## config.mk

```make
export PLATFORM = sky130hd
export DESIGN_NAME = json_string_unescape
export DESIGN_NICKNAME = d
export VERILOG_FILES = /design/src/jsu_pkg.sv /design/src/jsu_front.sv /design/src/jsu_queue.sv /design/src/jsu_back.sv /design/src/json_string_unescape.sv
export SDC_FILE = /design/constraint.sdc
export NUM_CORES = 1
export LEC_CHECK = 0
export BUFFER_PORTS_ARGS = -buffer_cell sky130_fd_sc_hd__buf_2
export CELL_PAD_IN_SITES_DETAIL_PLACEMENT = 1
export CELL_PAD_IN_SITES_GLOBAL_PLACEMENT = 1
export CORE_AREA = 3 3 93 184
export CTS_CLUSTER_DIAMETER = 50
export DETAILED_ROUTE_END_ITERATION = 8
export DIE_AREA = 0 0 96 187
export PLACE_DENSITY_LB_ADDON = 0.1
export SLEW_MARGIN = 20
export SYNTH_ARGS = -nofsm -noshare
export SYNTH_HDL_FRONTEND = slang
export SYNTH_SLANG_ARGS = --single-unit
```

## constraint.sdc

```tcl
create_clock -name clk -period 4 [get_ports clk]
set_input_delay 0.8 -clock clk [delete_from_list [all_inputs] [get_ports clk]]
set_output_delay 0.8 -clock clk [all_outputs]
set_load 0.005 [all_outputs]
```

## src/jsu_pkg.sv

```systemverilog
// shared types and constants of the json string unescaper
`default_nettype none
package jsu_pkg;

  localparam int unsigned QDepth = 4;
  localparam int unsigned QAw = $clog2(QDepth);

  typedef enum logic [1:0] {
    KIND_BYTE  = 2'd0,
    KIND_CLOSE = 2'd1,
    KIND_ERROR = 2'd2
  } out_kind_t;

  typedef enum logic [2:0] {
    ERR_NONE      = 3'd0,
    ERR_NO_QUOTE  = 3'd1,
    ERR_CTRL      = 3'd2,
    ERR_BAD_ESC   = 3'd3,
    ERR_BAD_HEX   = 3'd4,
    ERR_BAD_SURR  = 3'd5
  } err_code_t;

  // request operation passed from front to back
  typedef enum logic [1:0] {
    OP_RAW   = 2'd0,
    OP_CP    = 2'd1,
    OP_CLOSE = 2'd2,
    OP_ERR   = 2'd3
  } req_op_t;

  typedef struct packed {
    req_op_t     op;
    err_code_t   err;
    logic [20:0] cp;
  } jsu_req_t;

  typedef struct packed {
    logic     push;
    jsu_req_t req;
  } jsu_push_t;

  typedef struct packed {
    logic     not_empty;
    logic     full;
    jsu_req_t head;
  } jsu_qstat_t;

endpackage
`default_nettype wire

```

## src/jsu_front.sv

```systemverilog
// front end: escape and surrogate parser that turns bytes into requests
`default_nettype none
module jsu_front
  import jsu_pkg::*;
(
  input  wire logic      clk,
  input  wire logic      rst_n,
  input  wire logic      accept,
  input  wire logic [7:0] in_byte,
  output jsu_push_t      push
);

  typedef enum logic [3:0] {
    M_IDLE = 4'd0,
    M_ESC  = 4'd1,
    M_HEX1 = 4'd2,
    M_BSL  = 4'd3,
    M_LOWU = 4'd4,
    M_HEX2 = 4'd5
  } mode_t;

  localparam logic [7:0] ChQuote = 8'h22;
  localparam logic [7:0] ChBsl   = 8'h5c;
  localparam logic [7:0] ChSlash = 8'h2f;
  localparam logic [7:0] ChB     = 8'h62;
  localparam logic [7:0] ChF     = 8'h66;
  localparam logic [7:0] ChN     = 8'h6e;
  localparam logic [7:0] ChT     = 8'h74;
  localparam logic [7:0] ChR     = 8'h72;
  localparam logic [7:0] ChU     = 8'h75;

  mode_t       mode_r, mode_nxt;
  logic [15:0] acc_r, acc_nxt;
  logic [1:0]  cnt_r, cnt_nxt;
  logic [9:0]  high_r, high_nxt;

  function automatic logic [4:0] hexval(input logic [7:0] c);
    logic [4:0] v;
    v = 5'd16;
    if (c >= 8'h30 && c <= 8'h39) v = 5'(c - 8'h30);
    else if (c >= 8'h41 && c <= 8'h46) v = 5'(c - 8'h41 + 8'd10);
    else if (c >= 8'h61 && c <= 8'h66) v = 5'(c - 8'h61 + 8'd10);
    return v;
  endfunction

  logic [4:0]  hv;
  logic [15:0] acc_sh;
  logic [20:0] supp_cp;

  assign hv      = hexval(in_byte);
  assign acc_sh  = {acc_r[11:0], hv[3:0]};
  assign supp_cp = 21'({high_r, acc_sh[9:0]}) + 21'h10000;

  always_comb begin
    mode_nxt      = mode_r;
    acc_nxt       = acc_r;
    cnt_nxt       = cnt_r;
    high_nxt      = high_r;
    push.push     = 1'b0;
    push.req.op   = OP_RAW;
    push.req.err  = ERR_NONE;
    push.req.cp   = 21'(in_byte);
    if (accept) begin
      case (mode_r)
        M_ESC: begin
          mode_nxt = M_IDLE;
          push.push = 1'b1;
          case (in_byte)
            ChQuote, ChBsl, ChSlash: push.req.cp = 21'(in_byte);
            ChB: push.req.cp = 21'h08;
            ChF: push.req.cp = 21'h0c;
            ChN: push.req.cp = 21'h0a;
            ChT: push.req.cp = 21'h09;
            ChR: push.req.cp = 21'h0d;
            ChU: begin
              push.push = 1'b0;
              mode_nxt  = M_HEX1;
              acc_nxt   = 16'd0;
              cnt_nxt   = 2'd0;
            end
            default: begin
              push.req.op  = OP_ERR;
              push.req.err = ERR_BAD_ESC;
              push.req.cp  = 21'd0;
              acc_nxt      = 16'd0;
              cnt_nxt      = 2'd0;
              high_nxt     = 10'd0;
            end
          endcase
        end
        M_HEX1, M_HEX2: begin
          if (hv[4]) begin
            push.push    = 1'b1;
            push.req.op  = OP_ERR;
            push.req.err = ERR_BAD_HEX;
            push.req.cp  = 21'd0;
            mode_nxt     = M_IDLE;
            acc_nxt      = 16'd0;
            cnt_nxt      = 2'd0;
            high_nxt     = 10'd0;
          end else begin
            acc_nxt = acc_sh;
            if (cnt_r != 2'd3) begin
              cnt_nxt = cnt_r + 2'd1;
            end else begin
              cnt_nxt = 2'd0;
              acc_nxt = 16'd0;
              if (mode_r == M_HEX1) begin
                if (acc_sh[15:10] == 6'b110110) begin
                  high_nxt = acc_sh[9:0];
                  mode_nxt = M_BSL;
                end else begin
                  push.push   = 1'b1;
                  push.req.op = OP_CP;
                  push.req.cp = 21'(acc_sh);
                  mode_nxt    = M_IDLE;
                end
              end else begin
                push.push = 1'b1;
                mode_nxt  = M_IDLE;
                high_nxt  = 10'd0;
                if (acc_sh[15:10] != 6'b110111) begin
                  push.req.op  = OP_ERR;
                  push.req.err = ERR_BAD_SURR;
                  push.req.cp  = 21'd0;
                end else begin
                  push.req.op = OP_CP;
                  push.req.cp = supp_cp;
                end
              end
            end
          end
        end
        M_BSL, M_LOWU: begin
          if ((mode_r == M_BSL && in_byte != ChBsl) ||
              (mode_r == M_LOWU && in_byte != ChU)) begin
            push.push    = 1'b1;
            push.req.op  = OP_ERR;
            push.req.err = ERR_BAD_SURR;
            push.req.cp  = 21'd0;
            mode_nxt     = M_IDLE;
            acc_nxt      = 16'd0;
            cnt_nxt      = 2'd0;
            high_nxt     = 10'd0;
          end else if (mode_r == M_BSL) begin
            mode_nxt = M_LOWU;
          end else begin
            mode_nxt = M_HEX2;
            acc_nxt  = 16'd0;
            cnt_nxt  = 2'd0;
          end
        end
        default: begin
          mode_nxt  = M_IDLE;
          push.push = 1'b1;
          if (in_byte == ChQuote) begin
            push.req.op = OP_CLOSE;
            push.req.cp = 21'd0;
          end else if (in_byte < 8'h20) begin
            push.req.op  = OP_ERR;
            push.req.err = (in_byte == 8'h00) ? ERR_NO_QUOTE : ERR_CTRL;
            push.req.cp  = 21'd0;
            acc_nxt      = 16'd0;
            cnt_nxt      = 2'd0;
            high_nxt     = 10'd0;
          end else if (in_byte == ChBsl) begin
            push.push = 1'b0;
            mode_nxt  = M_ESC;
          end
        end
      endcase
    end
  end

  always_ff @(posedge clk) begin
    if (!rst_n) begin
      mode_r <= M_IDLE;
      acc_r  <= 16'd0;
      cnt_r  <= 2'd0;
      high_r <= 10'd0;
    end else begin
      mode_r <= mode_nxt;
      acc_r  <= acc_nxt;
      cnt_r  <= cnt_nxt;
      high_r <= high_nxt;
    end
  end

endmodule
`default_nettype wire

```

## src/jsu_queue.sv

```systemverilog
// request queue between front and back
`default_nettype none
module jsu_queue
  import jsu_pkg::*;
(
  input  wire logic       clk,
  input  wire logic       rst_n,
  input  wire jsu_push_t  push,
  input  wire logic       pop,
  output jsu_qstat_t      stat
);

  jsu_req_t         mem_r [QDepth];
  logic [QAw-1:0]   wr_r, wr_nxt;
  logic [QAw-1:0]   rd_r, rd_nxt;
  logic [QAw:0]     cnt_r, cnt_nxt;
  logic             do_push, do_pop;

  assign do_push = push.push && (cnt_r != (QAw+1)'(QDepth));
  assign do_pop  = pop && (cnt_r != '0);

  always_comb begin
    wr_nxt  = do_push ? wr_r + QAw'(1) : wr_r;
    rd_nxt  = do_pop ? rd_r + QAw'(1) : rd_r;
    cnt_nxt = cnt_r + (QAw+1)'(do_push) - (QAw+1)'(do_pop);
  end

  assign stat.not_empty = (cnt_r != '0);
  assign stat.full      = (cnt_r == (QAw+1)'(QDepth));
  assign stat.head      = mem_r[rd_r];

  always_ff @(posedge clk) begin
    if (do_push) begin
      mem_r[wr_r] <= push.req;
    end
  end

  always_ff @(posedge clk) begin
    if (!rst_n) begin
      wr_r  <= '0;
      rd_r  <= '0;
      cnt_r <= '0;
    end else begin
      wr_r  <= wr_nxt;
      rd_r  <= rd_nxt;
      cnt_r <= cnt_nxt;
    end
  end

endmodule
`default_nettype wire

```

## src/jsu_back.sv

```systemverilog
// back end: utf-8 encoder and output register
`default_nettype none
module jsu_back
  import jsu_pkg::*;
(
  input  wire logic        clk,
  input  wire logic        rst_n,
  input  wire jsu_qstat_t  stat,
  output logic             pop,
  output logic             out_valid,
  input  wire logic        out_stall,
  output logic [7:0]       out_byte,
  output logic [1:0]       out_kind,
  output logic [2:0]       out_error_code,
  output logic             out_last
);

  logic       valid_r;
  logic [7:0] byte_r, byte_nxt;
  out_kind_t  kind_r, kind_nxt;
  err_code_t  err_r;
  logic       last_r, last_nxt;
  logic [1:0] idx_r, idx_nxt;
  logic [1:0] nlast;
  logic       load;
  jsu_req_t   h;

  assign h    = stat.head;
  assign load = stat.not_empty && (!valid_r || !out_stall);

  always_comb begin
    nlast    = 2'd0;
    kind_nxt = KIND_BYTE;
    byte_nxt = 8'd0;
    case (h.op)
      OP_CP: begin
        if (h.cp <= 21'h7f) nlast = 2'd0;
        else if (h.cp <= 21'h7ff) nlast = 2'd1;
        else if (h.cp <= 21'hffff) nlast = 2'd2;
        else nlast = 2'd3;
        case (nlast)
          2'd0: byte_nxt = h.cp[7:0];
          2'd1: byte_nxt = (idx_r == 2'd0) ? {3'b110, h.cp[10:6]} : {2'b10, h.cp[5:0]};
          2'd2: begin
            case (idx_r)
              2'd0:    byte_nxt = {4'b1110, h.cp[15:12]};
              2'd1:    byte_nxt = {2'b10, h.cp[11:6]};
              default: byte_nxt = {2'b10, h.cp[5:0]};
            endcase
          end
          default: begin
            case (idx_r)
              2'd0:    byte_nxt = {5'b11110, h.cp[20:18]};
              2'd1:    byte_nxt = {2'b10, h.cp[17:12]};
              2'd2:    byte_nxt = {2'b10, h.cp[11:6]};
              default: byte_nxt = {2'b10, h.cp[5:0]};
            endcase
          end
        endcase
      end
      OP_CLOSE: kind_nxt = KIND_CLOSE;
      OP_ERR:   kind_nxt = KIND_ERROR;
      default:  byte_nxt = h.cp[7:0];
    endcase
    last_nxt = (idx_r == nlast);
    pop      = load && last_nxt;
    idx_nxt  = idx_r;
    if (load) begin
      idx_nxt = last_nxt ? 2'd0 : idx_r + 2'd1;
    end
  end

  always_ff @(posedge clk) begin
    if (!rst_n) begin
      valid_r <= 1'b0;
      idx_r   <= 2'd0;
    end else begin
      idx_r <= idx_nxt;
      if (load) begin
        valid_r <= 1'b1;
      end else if (!out_stall) begin
        valid_r <= 1'b0;
      end
    end
  end

  always_ff @(posedge clk) begin
    if (load) begin
      byte_r <= byte_nxt;
      kind_r <= kind_nxt;
      err_r  <= h.err;
      last_r <= last_nxt;
    end
  end

  assign out_valid      = valid_r;
  assign out_byte       = byte_r;
  assign out_kind       = kind_r;
  assign out_error_code = err_r;
  assign out_last       = last_r;

endmodule
`default_nettype wire

```

## src/json_string_unescape.sv

```systemverilog
// top level of the json string unescaper
// Accepts one byte of a JSON string body per cycle while not stalled, starting after the
// opening quote, and returns decoded bytes, a close marker on the closing quote, or an
// error marker, each with a last flag on the final result caused by an input byte. The
// front parser takes a byte every cycle while the four-entry request queue has room; the
// back end sends one result per cycle while out_stall is low, so a code point that encodes
// to 2, 3 or 4 UTF-8 bytes holds the queue head until its last byte is out. A result passes
// through the queue and the output register. in_stall is high while the queue is full.
`default_nettype none
module json_string_unescape
  import jsu_pkg::*;
(
  input  wire logic       clk,
  input  wire logic       rst_n,
  input  wire logic       in_valid,
  output logic            in_stall,
  input  wire logic [7:0] in_byte,
  output logic            out_valid,
  input  wire logic       out_stall,
  output logic [7:0]      out_byte,
  output logic [1:0]      out_kind,
  output logic [2:0]      out_error_code,
  output logic            out_last
);

  jsu_push_t  push;
  jsu_qstat_t stat;
  logic       pop;
  logic       accept;

  assign in_stall = stat.full;
  assign accept   = in_valid && !stat.full;

  jsu_front u_front (
    .clk     (clk),
    .rst_n   (rst_n),
    .accept  (accept),
    .in_byte (in_byte),
    .push    (push)
  );

  jsu_queue u_queue (
    .clk   (clk),
    .rst_n (rst_n),
    .push  (push),
    .pop   (pop),
    .stat  (stat)
  );

  jsu_back u_back (
    .clk            (clk),
    .rst_n          (rst_n),
    .stat           (stat),
    .pop            (pop),
    .out_valid      (out_valid),
    .out_stall      (out_stall),
    .out_byte       (out_byte),
    .out_kind       (out_kind),
    .out_error_code (out_error_code),
    .out_last       (out_last)
  );

endmodule
`default_nettype wire
```

==> flow_summary.toml, run 1 <==
[synth]
synth_mux_area_frac = 0.0887
yosys_warnings = 0
ys_top_cells_by_area = "edfxtp_1 (45%), dfxtp_1 (10%), mux4_2 (6.0%)"
synth_compound_area_frac = 0.145
netlist.top_cell.by_area = "edfxtp_1"
async_flop_share = 0
syn_area_um2 = 7840
yosys_most_used_dff = "edfxtp_1"
synth.ff_latch_count = 157
synth_edf_count = 118
synth_top_family_by_area = "compound AO/OA/AOI/OAI gates"
ys_types = 73
synth_cells = 629
synth-simple-area-share = 0.143
synth_top_area_frac = 0.452
yosys.area_share.adder = 0.0373
syn_avg_cell_area_um2 = 12.5
synthXorXnorAreaFrac = 0.00670
syn_nets = 663
ys_seq_area_frac = 0.552

[cells_and_area]
layout.nets = 711
antenna_cells = 0
layout.cells.non_filler = 891
layout-drive-gt1-share = 0.181
fin_area_um2 = 8940
area_delta_synth_final_pct = 14.1

[route]
dr.first_iter.drc_count = 303
drc_errors = 0
wl_per_cell_um = 24.9
vias_per_cell = 6.34
antenna_left = 0
wl_um = 22200
vias = 5647
firstDrtPassIters = 5

[clock_network]
clock-sinks = 157
clk_latency_ns = 0.43
holdBufCountCts = 0
cts_tree = "yes"
cts_buffers = 17
cts_max_path_buffers = 2
htree_levels = 4
postCtsSetupRepairBufs = 0
clkTransAtPathRegs_ns = 0.06
cts_root_buf = "clkbuf_16"
ctsResizeCount = 0

[sta]
clock.fmax_ghz = 0.267
slew_headroom = 0.239
fin_crit_sh = 0.938
drv_slew = 0
setup_violations = 0
tns_ns = 0
clock_skew_ns = 0.00856
hold_violations = 0
rsz0062_at_grt = "no"
min_period_ns = 3.75
fin_ws_ns = 0.248
worstMarginPinSlew_ns = 1.13
hold_ws_ns = 0.480

[setup_path]
worstSetupStartpointType = "flip-flop"
crit_path_max_fanout = 15
cpMaxStageDelayCell = "mux4_1"
critPathTopFamily = "adder cells"
crit_arrival_ns = 4.06
worstPathCellList = "mux4_1 -> nor4_1 -> nand4_1 -> a22o_1 -> o22ai_2 -> ha_1 -> inv_1 -> ha_1 -> inv_1 -> fa_1 -> xor2_1 -> xnor2_1 -> nor2_1"
path_depth = 13
rr_worst_depth = 13
slowest_delay_ns = 0.72
r2r_slack_ns = 0.25
worstPathBufferInverterCount = 2
worstSetupEndpointType = "flip-flop"
r2r_end = "u_queue.cnt_r[2]$_SDFF_PN0_"
crit_type = "flip-flop to flip-flop"
worst_ep_required_time_ns = 4.31

[min_path]
hp-class = "flip-flop to flip-flop"
min_to = "u_queue.rd_r[1]$_SDFFE_PN0P_"
worstHoldStart = "u_queue.rd_r[1]$_SDFFE_PN0P_"
holdPathStages = 2

[floorplan]
start_util = 0.494
ios = 28
rows = 65
die_width_um = 96
dieArea_um2 = 18000
core_area_um2 = 15900
dieHeight_um = 187

[global_routing]
grt_overflow = 0
grt_max_degree = 34
first_global_vias = 6110
antenna_found_initial = 0
grtUsageTotal = 0.262
grt_pass1_wl_um = 34000

[placed_design]
place_hpwl_um = 16900
dp.cells = 859
io_buffers = 27
place_congestion = 0.904
dp_worst_setup_slack_ns = 0.103
placed_cell_area_um2 = 8360

[outcome]
status = "finished clean"

[power_and_ir_drop]
ir_worst_vdd_mv = 0.308
p_per_area_nw_per_um2 = 601
p_leak_uw = 0.00312

[run]
max_cap_violations = 0
cell usage after synthesis, types with 14 or more instances:
cell type,n
a21oi_1,33
edfxtp_1,118
mux4_2,21
and2_1,16
a21boi_0,14
nand2_1,31
nand2b_1,15
inv_1,18
nor2_1,35
o21ai_0,30
ha_1,21
a22o_1,24
nand3_1,21
dfxtp_1,39
where the power goes:
group	switching, uW	internal (uW)	leakage [uW]
clock	687	878	0.000284
combinational	984	681	0.00134
sequential	104	2040	0.00149
total	1780	3600	0.00312
cells in the final DEF (no fill, tap or decap), types with 18 or more instances in the layout:
cell      instances
mux4_2           21
buf_4            24
ha_1             21
a21oi_1          32
nor2_1           35
a22o_1           24
nand3_1          21
buf_2            27
edfxtp_1        118
o21ai_0          29
dfxtp_1          38
nand2_1          31
inv_1            18
routing by layer:
metal / routed length [um] / track usage
met1: 7230 / 0.239
met2: 12900 / 0.494
met3: 592 / 0.0483
met4: 1450 / 0.169
met5: 0 / 0
state kept, by name (all words and copies together), names as in the netlist, named ones only:
signal                 flops
u_back.idx_r               2
u_back.out_byte            8
u_back.out_error_code      3
u_back.out_kind            2
u_back.out_last            1
u_back.out_valid           1
u_front.acc_r             12
u_front.cnt_r              2
u_front.high_r            10
u_front.mode_r             3
u_queue.cnt_r              3
u_queue.mem_r            104
u_queue.rd_r               2
u_queue.wr_r               2
area by class of cell:
| class | count | area, um2 |
|---|---|---|
| Fill cell | 1639 | 6910 |
| Sequential cell | 157 | 4330 |
| Tap cell | 201 | 251 |
| Timing Repair Buffer | 56 | 415 |
| Multi-Input combinational cell | 426 | 3300 |
| Clock buffer | 17 | 425 |
| Clock inverter | 15 | 153 |
| Inverter | 19 | 71.3 |
stage by stage:
stage               power (uW)   util
floorplan                 3240      -
global placement          3770  0.527
detailed placement        3830  0.527
CTS                       5410  0.564
global route              5660  0.564
finish                    5370  0.564
worst max path at each step:
stage	start	end	slack (ns)
final	flip-flop	u_queue.cnt_r[2]$_SDFF_PN0_	0.25
after detailed placement	in_byte[0]	u_queue.cnt_r[2]$_SDFF_PN0_	0.10
after floorplan	out_stall	u_queue.cnt_r[2]$_SDFF_PN0_	0.50
after global placement	in_byte[0]	u_queue.cnt_r[2]$_SDFF_PN0_	0.19
after CTS	flip-flop	u_queue.cnt_r[2]$_SDFF_PN0_	0.08
after global routing	flip-flop	u_queue.cnt_r[2]$_SDFF_PN0_	0.02
worst reg2reg max path, delay by kind of cell, from the launching register on:
family,cells,cell delay (ns)
compound gates,2,0.51
flops,1,0.52
mux,1,0.73
buf+inv,2,0.14
xor+xnor,2,0.32
fa+ha+maj,3,0.82
simple gates,3,0.60
cells by family after synthesis:
logic type               Yosys count
AO/OA/AOI/OAI                    163
XOR/XNOR                           6
adder cells (fa/ha/maj)           23
buffers and inverters             46
flip-flops                       157
multiplexers                      35
AND/OR/NAND/NOR                  199
No activity file was read; power rests on OpenSTA's default activity.
==> inputs of run 2 (changes only) <==
CTS_BUF_LIST = sky130_fd_sc_hd__clkbuf_8   (was unset)
==> run 2 against run 1 <==
Effect of this change:
- first-iteration DRC count up 17%
- critical path depth up 1
- maximum frequency up 1.3%
- register-to-register slack better by 0.05 ns
- non-clock buffer count unchanged
- sequential power about the same
- die area unchanged
- sequential cell count unchanged
- global-route usage down 0.54 points
- core utilization down 1.2 points
- wire length down 1.9%
- sequential share of layout area up 1.1 points
- critical endpoint unchanged
- highest routed layer unchanged
==> flow_summary.toml, run 2 (synthesized netlist as in run 1, its figures left out) <==
[global_routing]
first_global_vias = 6099
grt_overflow = 0
grt_pass1_wl_um = 33600
grtUsageTotal = 0.256
antenna_found_initial = 0
grt_max_degree = 34

[route]
wl_um = 21800
firstDrtPassIters = 6
dr.first_iter.drc_count = 353
wl_per_cell_um = 24.4
drc_errors = 0
vias_per_cell = 6.29
vias = 5605
antenna_left = 0

[sta]
hold_violations = 0
rsz0062_at_grt = "no"
tns_ns = 0
clock.fmax_ghz = 0.270
min_period_ns = 3.70
fin_crit_sh = 0.926
clock_skew_ns = 0.0130
drv_slew = 0
slew_headroom = 0.242
hold_ws_ns = 0.482
worstMarginPinSlew_ns = 1.13
setup_violations = 0

[cells_and_area]
antenna_cells = 0
reg_top3 = "u_queue.mem_r: 104 flops, u_front.acc_r: 12 flops, u_front.high_r: 10 flops"
largest_reg_flops = 104
regMostFlops = "u_queue.mem_r"
layout-drive-gt1-share = 0.181
layout.nets = 711
final_common_cell = "edfxtp_1"
layout_common_cells = "edfxtp_1 (118), dfxtp_1 (38), nor2_1 (35), a21oi_1 (32), nand2_1 (31)"
fin_util = 0.552
area_delta_synth_final_pct = 11.7
fillCellCount = 1654

[setup_path]
crit_arrival_ns = 4.04
worstSetupStartpointType = "flip-flop"
crit_path_max_fanout = 15
crit_type = "flip-flop to flip-flop"
worst_ep_required_time_ns = 4.33
rr_worst_depth = 14
endpoint = "u_queue.cnt_r[2]$_SDFF_PN0_"
worstSetupEndpointType = "flip-flop"
r2r_slack_ns = 0.30
r2r_end = "u_queue.cnt_r[2]$_SDFF_PN0_"

[clock_network]
holdBufCountCts = 0
postCtsSetupRepairBufs = 0
cts_max_path_buffers = 2
ctsResizeCount = 0
clock-sinks = 157
cts_root_buf = "clkbuf_8"
cts_buffers = 17
clkTransAtPathRegs_ns = 0.08
cts_tree = "yes"
htree_levels = 4
clk_latency_ns = 0.46

[power_and_ir_drop]
ir_worst_vdd_mv = 0.204
p_leak_uw = 0.00303
p_per_area_nw_per_um2 = 562

[floorplan]
rows = 65
die_width_um = 96
ios = 28
dieArea_um2 = 18000
dieHeight_um = 187
core_area_um2 = 15900
start_util = 0.494

[min_path]
hp-class = "flip-flop to flip-flop"

[run]
max_cap_violations = 0

[outcome]
status = "finished clean"

[placed_design]
place_hpwl_um = 16900
place_congestion = 0.904
io_buffers = 27
-- run 2: cell counts in the layout (fill, tap and decap cells not counted) --
No cell type changed its count.
-- run 2: per-layer routing --
metal / part of all wire / routed length (um) / vias up / track usage
met2: 0.59 / 12800 / 164 / 0.488
li1: - / - / 2548 / -
met1: 0.32 / 6990 / 2816 / 0.233
met3: 0.029 / 630 / 77 / 0.0415
met4: 0.064 / 1390 / 0 / 0.166
met5: 0 / 0 / - / 0
-- run 2: final cells by class --
type	count	area [um2]	share of cell area
multi-input combinational	426	3300	0.377
inverter	19	71.3	0.00815
clock inverter	15	153	0.0174
timing repair buffer	56	415	0.0475
tap	201	251	0.0287
clock buffer	17	234	0.0267
sequential	157	4330	0.494
-- run 2: where the power goes --
group | switching (uW) | internal (uW) | total [uW]
Sequential | 105 | 2030 | 2140
Combinational | 970 | 679 | 1650
Clock | 622 | 513 | 1140
Total | 1700 | 3230 | 4920
-- run 2: stage by stage --
stage | total power (uW) | cell area, um2 | std cells | setup WS, ns
2_1_floorplan | 3240 | 7840 | 629 | 0.501
3_3_place_gp | 3770 | 8360 | 859 | 0.194
3_5_place_dp | 3830 | 8360 | 859 | 0.103
4_1_cts | 4970 | 8750 | 891 | 0.118
5_1_grt | 5210 | 8750 | 891 | 0.0633
6_report | 4920 | 8750 | 891 | 0.297
-- run 2: worst max-delay path, cell delays in order, from the launching register on --
cell and delay [ns]:
dfxtp_4 0.52, buf_4 0.23, mux4_2 0.56, nor4_1 0.30, nand4_1 0.19, a22o_1 0.27
o22ai_2 0.22, ha_1 0.29, inv_1 0.08, ha_1 0.14, inv_1 0.05, fa_1 0.36
xor2_1 0.18, xnor2_1 0.14, nor2_1 0.05
-- run 2: worst min path at each step --
stage | startpoint | to | slack (ns) | cells after the start
floorplan | u_queue.rd_r[1]$_SDFFE_PN0P_ | flip-flop | 0.44 | 2
global placement | u_queue.rd_r[1]$_SDFFE_PN0P_ | u_queue.rd_r[1]$_SDFFE_PN0P_ | 0.46 | 2
detailed placement | u_queue.rd_r[1]$_SDFFE_PN0P_ | u_queue.rd_r[1]$_SDFFE_PN0P_ | 0.48 | 2
CTS | u_queue.rd_r[1]$_SDFFE_PN0P_ | u_queue.rd_r[1]$_SDFFE_PN0P_ | 0.49 | 2
global route | u_queue.rd_r[1]$_SDFFE_PN0P_ | u_queue.rd_r[1]$_SDFFE_PN0P_ | 0.52 | 2
finish | u_queue.rd_r[1]$_SDFFE_PN0P_ | u_queue.rd_r[1]$_SDFFE_PN0P_ | 0.48 | 2
